--- src/hw/rtl/mpcf_ram.sv ---
// Generic simple dual-port RAM with one write port and a registered read port.
`timescale 1ns / 1ps
module mpcf_ram #(
  parameter int WIDTH = 8,
  parameter int DEPTH = 16,
  parameter int AW    = (DEPTH > 1) ? $clog2(DEPTH) : 1
) (
  input  logic             clk,
  input  logic             wr_en,
  input  logic [AW-1:0]    wr_addr,
  input  logic [WIDTH-1:0] wr_data,
  input  logic             rd_en,
  input  logic [AW-1:0]    rd_addr,
  output logic [WIDTH-1:0] rd_data
);

  logic [WIDTH-1:0] mem [DEPTH];
  logic [WIDTH-1:0] rd_data_r;

  always_ff @(posedge clk) begin
    if (wr_en) begin
      mem[wr_addr] <= wr_data;
    end
    if (rd_en) begin
      rd_data_r <= mem[rd_addr];
    end
  end

  assign rd_data = rd_data_r;

endmodule

--- config.mk ---
export PLATFORM = sky130hd
export DESIGN_NAME = mpcf_ram
export DESIGN_NICKNAME = d
export VERILOG_FILES = /design/src/hw/rtl/mpcf_ram.sv
export SDC_FILE = /design/constraint.sdc
export NUM_CORES = 1
export LEC_CHECK = 0
export BUFFER_PORTS_ARGS = -buffer_cell sky130_fd_sc_hd__buf_2
export CAP_MARGIN = 10
export CORE_MARGIN = 2
export CORE_UTILIZATION = 45
export CTS_CLUSTER_DIAMETER = 150
export CTS_CLUSTER_SIZE = 24
export DETAILED_ROUTE_END_ITERATION = 6
export SLEW_MARGIN = 15
export SYNTH_ARGS = -nofsm -noshare
export SYNTH_HDL_FRONTEND = slang
export SYNTH_SLANG_ARGS = --single-unit
--- constraint.sdc ---
create_clock -name clk -period 1.74 [get_ports clk]
set_input_delay 0.174 -clock clk [delete_from_list [all_inputs] [get_ports clk]]
set_output_delay 0.174 -clock clk [all_outputs]
set_load 0.03 [all_outputs]
# ---- Yosys cells after proc, flatten, opt, wreduce, memory -nomap -nowiden
# Memories as Yosys holds them, arrays and structs flattened. A register that Yosys moved wholly into a read port is not among the register bits.
# Cells that the tools add are included.
dict set report op_classes {
  muxes 2
}
# cell n
set ops {}
lappend ops {{$mux W1} 2}
dict set report word_totals {
  ff_bits 0
  output_inout_bits 8
  inputBits 19
  memories 1
  ram_bits 128
  elab_cells 3
}
# memory depth width read_ports rd_ports_with_merged_regs wr line
set memory_table {}
lappend memory_table {mem 16 8 1 1 1 17} ;# logic [WIDTH-1:0] mem [DEPTH];

# ---- Depth between registers and ports, before layout
# Gate-level depths: netlist of the first run.
dict set report depth {
  depth_word 2
  depth_mapped 5
  mapped_depth_nobuf 3
}

# ---- Worst setup path after synthesis of the first run
# Ideal clock, no wire load.
dict set report synth_timing {
  kind {input to register}
  start {input port wr_addr[2]}
  end {memory mem[0][0] (enable)}
  slack_ns 0.073
  t_arrival_ns 1.284
  cell_stages 2
  path_cell_list {or3b_2 > nor3_1}
}
# item line
set synth_lines {}
lappend synth_lines {{start, declared} 10} ;# input logic [AW-1:0] wr_addr,
lappend synth_lines {{end, declared} 17}
# No word-level cell before the write port.

==> results by group, run 1 <==
Pwr
  • Maximum vdd drop: 621.6 uV
  • Power per cell area: 1219 nW/um^2
  • Leakage power: 2.169 nW

Synth
  • Area leader, netlist: edfxtp_1
  • Synth Area in XOR/XNOR: 0
  • Cell Area, Synth: 5228 um^2
  • Net count after synthesis: 248
  • Synth area leaders: edfxtp_1, mux4_2, mux4_1
  • Syn Inst Count: 229
  • Largest family of logic cells by synthesized area: multiplexers
  • Sequential share of the synthesized area: 0.7812
  • Post-Synth Simple-Gate Area: 0.03135
  • Complex-gate fraction of the synthesized area: 0.02298
  • Synth warn: 0
  • Top cell type's share of synthesized area: 0.7812
  • Mux share of post-synthesis cell area: 0.1479
  • Count of unique library cells instantiated by Yosys: 18
  • Syn Area/Cell: 22.83 um^2
  • Fraction of the mapped netlist area in adder cells: 0
  • Yosys reg bits: 136

Clock tree
  • Post-CTS Setup Inserts: 0
  • Clk sink count: 136
  • TritonCTS clock tree: built
  • Clk slew on worst S/H paths: 0.06 ns
  • Cts repair resizes: 0
  • H-tree level count: 4
  • Clock Tree Buf Depth: 2
  • Clock Latency Late Sink: 0.40 ns
  • Root buffer cell: clkbuf_16
  • Total CTS buffers: 17
  • Hold-fix buffers, CTS: 0

Floorplanning
  • Core Rows: 39
  • Die area: 12490 um^2
  • I/O pins: 27
  • Die Span Y: 111.8 um
  • Core Region: 11370 um^2
  • Initial Util: 0.4598
  • Die width: 111.8 um

Min path
  • Min-delay worst type: in2reg
  • Hold EP: rd_data[6]$_DFFE_PP_
  • Worst hold start: rd_en
  • Cells on Worst Hold Path: 1

Layout
  • Area growth syn-to-layout: 20.99%
  • Antenna Cells: 0
  • Most frequent cells in the layout: edfxtp_1, buf_2, buf_4, mux4_2, clkbuf_16
  • Layout cell share with drive strength beyond 1: 0.3235
  • Fin util: 0.5563
  • # nets final: 312
  • Commonest non-fill, non-tap cell in the layout: edfxtp_1

Setup path
  • Crit. End Element: flop
  • RR Endpoint: rd_data[6]$_DFFE_PP_
  • Crit. Startpoint: mem[3][6]$_DFFE_PP_
  • Slowest library cell on the worst path: mux4_2
  • Startpoint types: flop
  • Crit Path Class: reg2reg
  • Critical Path RT: 1.88 ns
  • Worst reg2reg path depth: 3
  • Cell Chain, Critical Path: mux4_2 -> a22oi_1 -> nand2_1
  • Crit Path Max Fanout: 1
  • FF-to-FF setup slack: 0.22 ns
  • Arrival @ worst endpoint: 1.65 ns
  • Critical Path Max Stage Delay: 0.49 ns
  • R2R Path Start: mem[3][6]$_DFFE_PP_

STA
  • Slew HR: 0.7273
  • Setup-failing EPs final: 0
  • Crit path time final: 1.517 ns
  • Fmax: 0.6591 GHz
  • Setup WS post-layout: 0.2227 ns
  • Final hold slack: 0.1466 ns
  • Max-slew violations: 0
  • Final Hold Vio Count: 0
  • RSZ-0062 raised after global routing: no
  • Clock skew: 0.008723 ns
  • Fin crit share: 0.8720
  • Slew @ Worst Pin: 0.4076 ns

Placed design
  • Final RePlAce weighted congestion: 0.7211
  • Post-place setup slack: -0.05732 ns
  • DP HPWL: 6540 um
  • PortBufs: 26

Routing
  • ANT nets after route: 0
  • Drt wl/cell: 22.84 um
  • DR iter-0 viols: 238
  • Detailed-route wire length: 10260 um
  • First-pass DRT Iterations: 4
  • Via count: 2470
  • DRC: 0
  • Vias per cell: 5.501

Global route
  • Vias in the first global route: 2575
  • Largest net degree at the start of global routing: 19
  • First-pass GRT wire length: 15480 um
  • Overall global routing resource usage: 0.1777
  • Initial antenna violation count: 0
  • Total grt overflow: 0

Status
  • Status: completed

Flow run
  • Max-cap violations: 0
[state kept, by name (all words and copies together) (netlist names)]
register,count
mem,128
rd_data,8
[worst max-delay path by stage]
stage / to / slack, ns
3_5_place_dp: rd_data[0]$_DFFE_PP_ / -0.06
2_1_floorplan: mem[0][0]$_DFFE_PP_ / 0.07
4_1_cts: rd_data[6]$_DFFE_PP_ / 0.18
5_1_grt: rd_data[6]$_DFFE_PP_ / 0.18
6_report: rd_data[6]$_DFFE_PP_ / 0.22
3_3_place_gp: rd_data[0]$_DFFE_PP_ / -0.05
[cell families (layout without fill, tap and decap cells)]
logic type | count (synthesis) | count (layout)
compound gates | 16 | 16
simple gates | 35 | 35
mux | 32 | 32
flops | 136 | 136
buf+inv | 10 | 87
[power breakdown]
part	total [W]	internal [W]	switching [W]
Sequential	0.00371	0.00369	0.0000177
Combinational	0.000395	0.000168	0.000227
Clock	0.00360	0.00237	0.00123
[metrics by stage]
step	cell area [um^2]	TNS, ns	std cells	power [W]
global placement	5731	-0.09958	417	0.004174
global route	6325	0	449	0.007942
finish	6325	0	449	0.007710
CTS	6325	0	449	0.007770
floorplan	5228	0	229	0.003993
detailed placement	5731	-0.09712	417	0.004181
[routing by layer]
metal,wire length [um],track usage,up-vias
met5,0,0,-
met4,93,0.07160,0
met3,636,0.04192,7
met2,5043,0.2747,78
met1,4485,0.2477,1279
li1,-,-,1106
[cells in the mapped netlist (all sizes together)]
cell type and number:
a22oi 16, and2 1, and2b 1, buf 7
clkdlybuf4s25 3, edfxtp 136, mux4 32, nand2 9
nand2b 2, nand3 1, nand3b 2, nor2 13
nor2b 1, nor3 4, or3b 1
[critical path, delay by kind of cell (launching register included)]
kind,cells,cell delay (ns)
AOI/OAI and AO/OA,1,0.26
DFF,1,0.36
muxes,1,0.49
and+or+nand+nor,1,0.14
[final cells by class]
type,count,area (um^2)
fillers,864,5045
flip-flops and latches,136,4084
multi-input cells,83,1057
clock buffers,21,440.4
repair buffers,55,410.4
well taps,143,178.9
clock inverters,11,153.9
Note: power is estimated with default switching activity, not from simulation.
==> run 2: changes to the inputs <==
ABC_AREA = 1   (was not set)
==> results by group, run 2 <==
Layout
  • Most frequent cells in the layout: nand2_1, edfxtp_1, inv_1, nand3_1, buf_2
  • Largest Register: mem
  • Antenna Cells: 0
  • Post-route design area: 6780 um^2
  • Layout cell share with drive strength beyond 1: 0.1301
  • Max reg flops: 128
  • Area growth syn-to-layout: 15.96%
  • Commonest non-fill, non-tap cell in the layout: nand2_1
  • # nets final: 613

Setup path
  • Cell Chain, Critical Path: buf_2
  • R2R Path Start: mem[11][5]$_DFFE_PP_
  • FF-to-FF setup slack: 0.61 ns
  • Worst reg2reg path depth: 6
  • Crit. End Element: output port
  • Buf/Inv on CP: 1
  • Startpoint types: flop
  • Slowest library cell on the worst path: edfxtp_1
  • Crit Path Max Fanout: 1
  • Crit Path Class: reg2out
  • Crit path max-delay family: flip-flops
  • Arrival @ worst endpoint: 1.07 ns
  • Critical Path RT: 1.57 ns
  • Crit. Startpoint: rd_data[7]$_DFFE_PP_
  • RR Endpoint: rd_data[5]$_DFFE_PP_
  • Critical Path Max Stage Delay: 0.44 ns

Routing
  • Vias per cell: 4.920
  • Drt wl/cell: 17.47 um
  • Detailed-route wire length: 13610 um
  • Via count: 3833
  • DRC: 0
  • DR iter-0 viols: 307
  • ANT nets after route: 0
  • First-pass DRT Iterations: 5

Placed design
  • DP HPWL: 8429 um
  • PortBufs: 26
  • Placed instance area: 6216 um^2
  • Final RePlAce weighted congestion: 0.8481

Synth
  • Synth Flop Type: edfxtp_1
  • Count of unique library cells instantiated by Yosys: 11
  • EDFF count, synth: 136
  • Most numerous cell in the Yosys netlist: nand2_1
  • Cell Area, Synth: 5847 um^2
  • Net count after synthesis: 570
  • Syn Area/Cell: 10.61 um^2
  • Area leader, netlist: edfxtp_1
  • Top cell type's share of synthesized area: 0.6985
  • Syn Inst Count: 551
  • Synth warn: 0
  • Synth area leaders: edfxtp_1, nand2_1, nand3_1
  • Ys async rst share: 0
  • Yosys reg bits: 136
  • Top cells by count, synth: nand2_1, edfxtp_1, inv_1, nand3_1, nor2_1
  • Sequential share of the synthesized area: 0.6985

Pwr
  • Sw Ratio: 0.2222
  • Power per cell area: 1122 nW/um^2
  • Maximum vdd drop: 627.1 uV
  • Int Power: 0.005920 W
  • Leakage power: 2.932 nW
  • Clock Power Share: 0.449
  • Logic pwr share: 0.063
  • Net Switching: 0.001691 W
  • Flop pwr share: 0.488

Clock tree
  • Clk slew on worst S/H paths: 0.06 ns
  • Clock Tree Buf Depth: 2
  • TritonCTS clock tree: built
  • Hold-fix buffers, CTS: 0
  • Total CTS buffers: 17
  • Clock Latency Late Sink: 0.41 ns
  • Clk sink count: 136
  • Cts repair resizes: 0
  • Root buffer cell: clkbuf_16
  • H-tree level count: 4
  • Post-CTS Setup Inserts: 0

Floorplanning
  • Initial Util: 0.4614
  • Core Rows: 41
  • Die width: 118.0 um
  • I/O pins: 27
  • Die Span Y: 118.0 um
  • Die area: 13920 um^2
  • Core Region: 12670 um^2

Global route
  • Vias in the first global route: 3709
  • Initial antenna violation count: 0
  • Largest net degree at the start of global routing: 65
  • Total grt overflow: 0
  • First-pass GRT wire length: 21420 um
  • Overall global routing resource usage: 0.2089

Flow run
  • Max-cap violations: 0

Min path
  • Min-delay worst type: in2reg
  • Hold EP: rd_data[3]$_DFFE_PP_
  • Cells on Worst Hold Path: 1
  • Worst hold start: rd_en

STA
  • Slew @ Worst Pin: 0.5771 ns
  • Fin crit share: 0.7140
  • Sum of negative setup slack: 0 ns
  • Final hold slack: 0.1304 ns
  • Final Hold Vio Count: 0
  • Crit path time final: 1.242 ns
  • Slew HR: 0.6147
  • RSZ-0062 raised after global routing: no
  • Max-slew violations: 0
  • Clock skew: 0.006390 ns
  • Fmax: 0.8049 GHz
  • Setup-failing EPs final: 0

Status
  • Status: completed
==> run 2: changes by cell type in the layout (fill, tap and decap cells not counted), moves of 3 or more <==
cell	before	now
clkinv_4	0	4
nor2_1	13	17
nand3_1	1	97
inv_1	0	100
mux4_2	18	0
nand2_1	9	173
a22oi_1	16	0
buf_12	5	2
mux4_1	14	0
nor3_1	4	0
buf_4	24	20
==> run 2: area by class of cell <==
cell class / count / area (um^2)
Fill cell: 1133 / 5891
Multi-Input combinational cell: 289 / 1214
Inverter: 102 / 382.9
Tap cell: 172 / 215.2
Timing Repair Buffer: 48 / 320.3
Sequential cell: 136 / 4084
Clock buffer: 19 / 432.9
Clock inverter: 13 / 131.4
==> run 2: logic make-up after synthesis <==
family	share of synthesized area
flip-flops	0.6985
buffers and inverters	0.09394
AND/OR/NAND/NOR	0.2076
==> run 2: worst max path at each step <==
stage | slack [ns] | cells after the start | end
2_1_floorplan | 0.62 | 2 | mem[10][0]$_DFFE_PP_
3_3_place_gp | 0.21 | 6 | rd_data[3]$_DFFE_PP_
3_5_place_dp | 0.15 | 6 | rd_data[3]$_DFFE_PP_
4_1_cts | 0.48 | 1 | rd_data[7]
5_1_grt | 0.48 | 6 | rd_data[3]$_DFFE_PP_
6_report | 0.50 | 1 | rd_data[7]
==> run 2: power by group through the flow <==
stage / combinational, W / clock (W) / sequential, W
4_1_cts: 0.000481 / 0.00346 / 0.00372
3_5_place_dp: 0.000478 / 0 / 0.00378
2_1_floorplan: 0.000259 / 0 / 0.00381
5_1_grt: 0.000534 / 0.00362 / 0.00372
3_3_place_gp: 0.000471 / 0 / 0.00378
6_report: 0.000477 / 0.00342 / 0.00372
==> run 2: stage by stage <==
step	std cells	worst slack (ns)	power, W	util
6_report	779	0.4976	0.007611	0.5351
3_5_place_dp	747	0.1516	0.004263	0.4906
5_1_grt	779	0.4781	0.007871	0.5351
4_1_cts	779	0.4825	0.007654	0.5351
2_1_floorplan	551	0.6152	0.004067	-
3_3_place_gp	747	0.2053	0.004253	0.4906
==> run 2: metal layers <==
layer  track usage  wire length [um]
met5             0                 0
met4       0.08735               278
met3       0.03779               871
met2        0.3252              6341
met1        0.2904              6122
==> run 3: changes to the inputs <==
clock period = 1.1 ns   (was 1.74 ns; I/O delays follow)
==> results by group, run 3 (synthesis gave the netlist of run 2 again) <==
Routing
  • Drt wl/cell: 16.75 um
  • First-pass DRT Iterations: 5
  • Detailed-route wire length: 13220 um
  • ANT nets after route: 0
  • Via count: 3923
  • DRC: 0
  • DR iter-0 viols: 247
  • Vias per cell: 4.972

Layout
  • Finished Layout Cells: 789
  • Commonest non-fill, non-tap cell in the layout: nand2_1
  • Antenna Cells: 0
  • Filler cells: 1077
  • # nets final: 623
  • Post-route design area: 7158 um^2
  • Area growth syn-to-layout: 22.43%
  • Largest Register: mem
  • Most frequent cells in the layout: nand2_1, edfxtp_1, inv_1, nand3_1, nand3_2
  • Max reg flops: 128
  • Layout cell share with drive strength beyond 1: 0.2269

Pwr
  • Sw Ratio: 0.2166
  • Flop pwr share: 0.489
  • Leakage power: 3.095 nW
  • Logic pwr share: 0.075
  • Maximum vdd drop: 880.6 uV
  • Net Switching: 0.002599 W
  • Power per cell area: 1677 nW/um^2
  • Int Power: 0.009402 W
  • Clock Power Share: 0.436

Placed design
  • Final RePlAce weighted congestion: 0.8553
  • Placed cells: 757
  • PortBufs: 26
  • Placed instance area: 6341 um^2
  • DP HPWL: 8391 um

STA
  • Fin crit share: 1.006
  • Max-slew violations: 0
  • RSZ-0062 raised after global routing: yes
  • Slew @ Worst Pin: 0.4795 ns
  • Setup-failing EPs final: 1
  • Crit path time final: 1.107 ns
  • Sum of negative setup slack: -0.006847 ns
  • Clock skew: 0.005846 ns
  • Setup WS post-layout: -0.006847 ns
  • Slew HR: 0.6800
  • Final Hold Vio Count: 0
  • Fmax: 0.9035 GHz

Clock tree
  • Clk slew on worst S/H paths: 0.06 ns
  • Clock Tree Buf Depth: 2
  • TritonCTS clock tree: built
  • H-tree level count: 4
  • Total CTS buffers: 17
  • Clock Latency Late Sink: 0.40 ns
  • Root buffer cell: clkbuf_16
  • Clk sink count: 136

Global route
  • Overall global routing resource usage: 0.1998
  • First-pass GRT wire length: 20870 um
  • Largest net degree at the start of global routing: 59
  • Initial antenna violation count: 0
  • Vias in the first global route: 3860
  • Total grt overflow: 0

Floorplanning
  • Core Region: 12670 um^2
  • Die Span Y: 118.0 um
  • I/O pins: 27
  • Initial Util: 0.4614
  • Die width: 118.0 um
  • Core Rows: 41
  • Die area: 13920 um^2

Setup path
  • Crit path max-delay family: flip-flops
  • Buf/Inv on CP: 1
  • Arrival @ worst endpoint: 1.00 ns
  • Critical Path RT: 0.99 ns
  • Critical Path Max Stage Delay: 0.43 ns
  • Crit Path Class: reg2out
  • Startpoint types: flop
  • Slowest library cell on the worst path: edfxtp_1
  • Crit Path Max Fanout: 1
  • Cell Chain, Critical Path: buf_6
  • Crit. End Element: output port

Status
  • Failing checks: negative setup slack
  • Status: finished with violations

Min path
  • Min-delay worst type: in2reg

Flow run
  • Max-cap violations: 0
-- run 3: power by group through the flow --
| stage | clock [W] | sequential, W | combinational (W) |
|---|---|---|---|
| after floorplan | 0 | 0.00602 | 0.000409 |
| after global placement | 0 | 0.00597 | 0.000796 |
| after detailed placement | 0 | 0.00598 | 0.000808 |
| after CTS | 0.00533 | 0.00587 | 0.000838 |
| after global routing | 0.00556 | 0.00588 | 0.000986 |
| final | 0.00523 | 0.00587 | 0.000899 |
-- run 3: cell type report --
cell class,instances,area [um^2],area share
clock buffers,19,432.9,0.06048
clock inverters,13,111.4,0.01556
repair buffers,58,460.4,0.06432
inverters,102,382.9,0.05349
flip-flops and latches,136,4084,0.5705
multi-input cells,289,1471,0.2056
well taps,172,215.2,0.03006
-- run 3: worst paths after layout --
kind / slack (ns) / to / startpoint / cells past startpoint
min: 0.07 / rd_data[5]$_DFFE_PP_ / rd_en / 1
min reg2reg: 0.75 / rd_data[7]$_DFFE_PP_ / mem[6][7]$_DFFE_PP_ / 6
max: -0.007 / rd_data[7] / rd_data[7]$_DFFE_PP_ / 1
max reg2reg: 0.02 / rd_data[6]$_DFFE_PP_ / mem[3][6]$_DFFE_PP_ / 6
-- run 3: routing by layer --
metal	wire (um)	global-route usage
met5	0	0
met4	295	0.08509
met3	910	0.05233
met2	6010	0.2918
met1	6002	0.2832
-- run 3: through the flow --
step	util	setup WS (ns)	power [W]	hold WS, ns
after global routing	0.5649	-0.05791	0.01242	0.07291
after floorplan	-	0.03916	0.006433	0.2089
after detailed placement	0.5004	-0.2120	0.006786	0.4905
after global placement	0.5004	-0.2062	0.006770	0.4871
after CTS	0.5489	-0.03754	0.01204	0.06397
final	0.5649	-0.006847	0.01200	0.07380
-- run 3: repair_timing --
| action | 4_1_cts | 5_1_grt |
|---|---|---|
| endpoints found under the setup margin | 8 | 11 |
| buffers inserted | 0 | 0 |
| gates cloned | 0 | 0 |
| gates resized for setup | 16 | 46 |
| hold endpoints to repair | 0 | 0 |
| hold buffers | 0 | 0 |
| pin swaps | 1 | 20 |
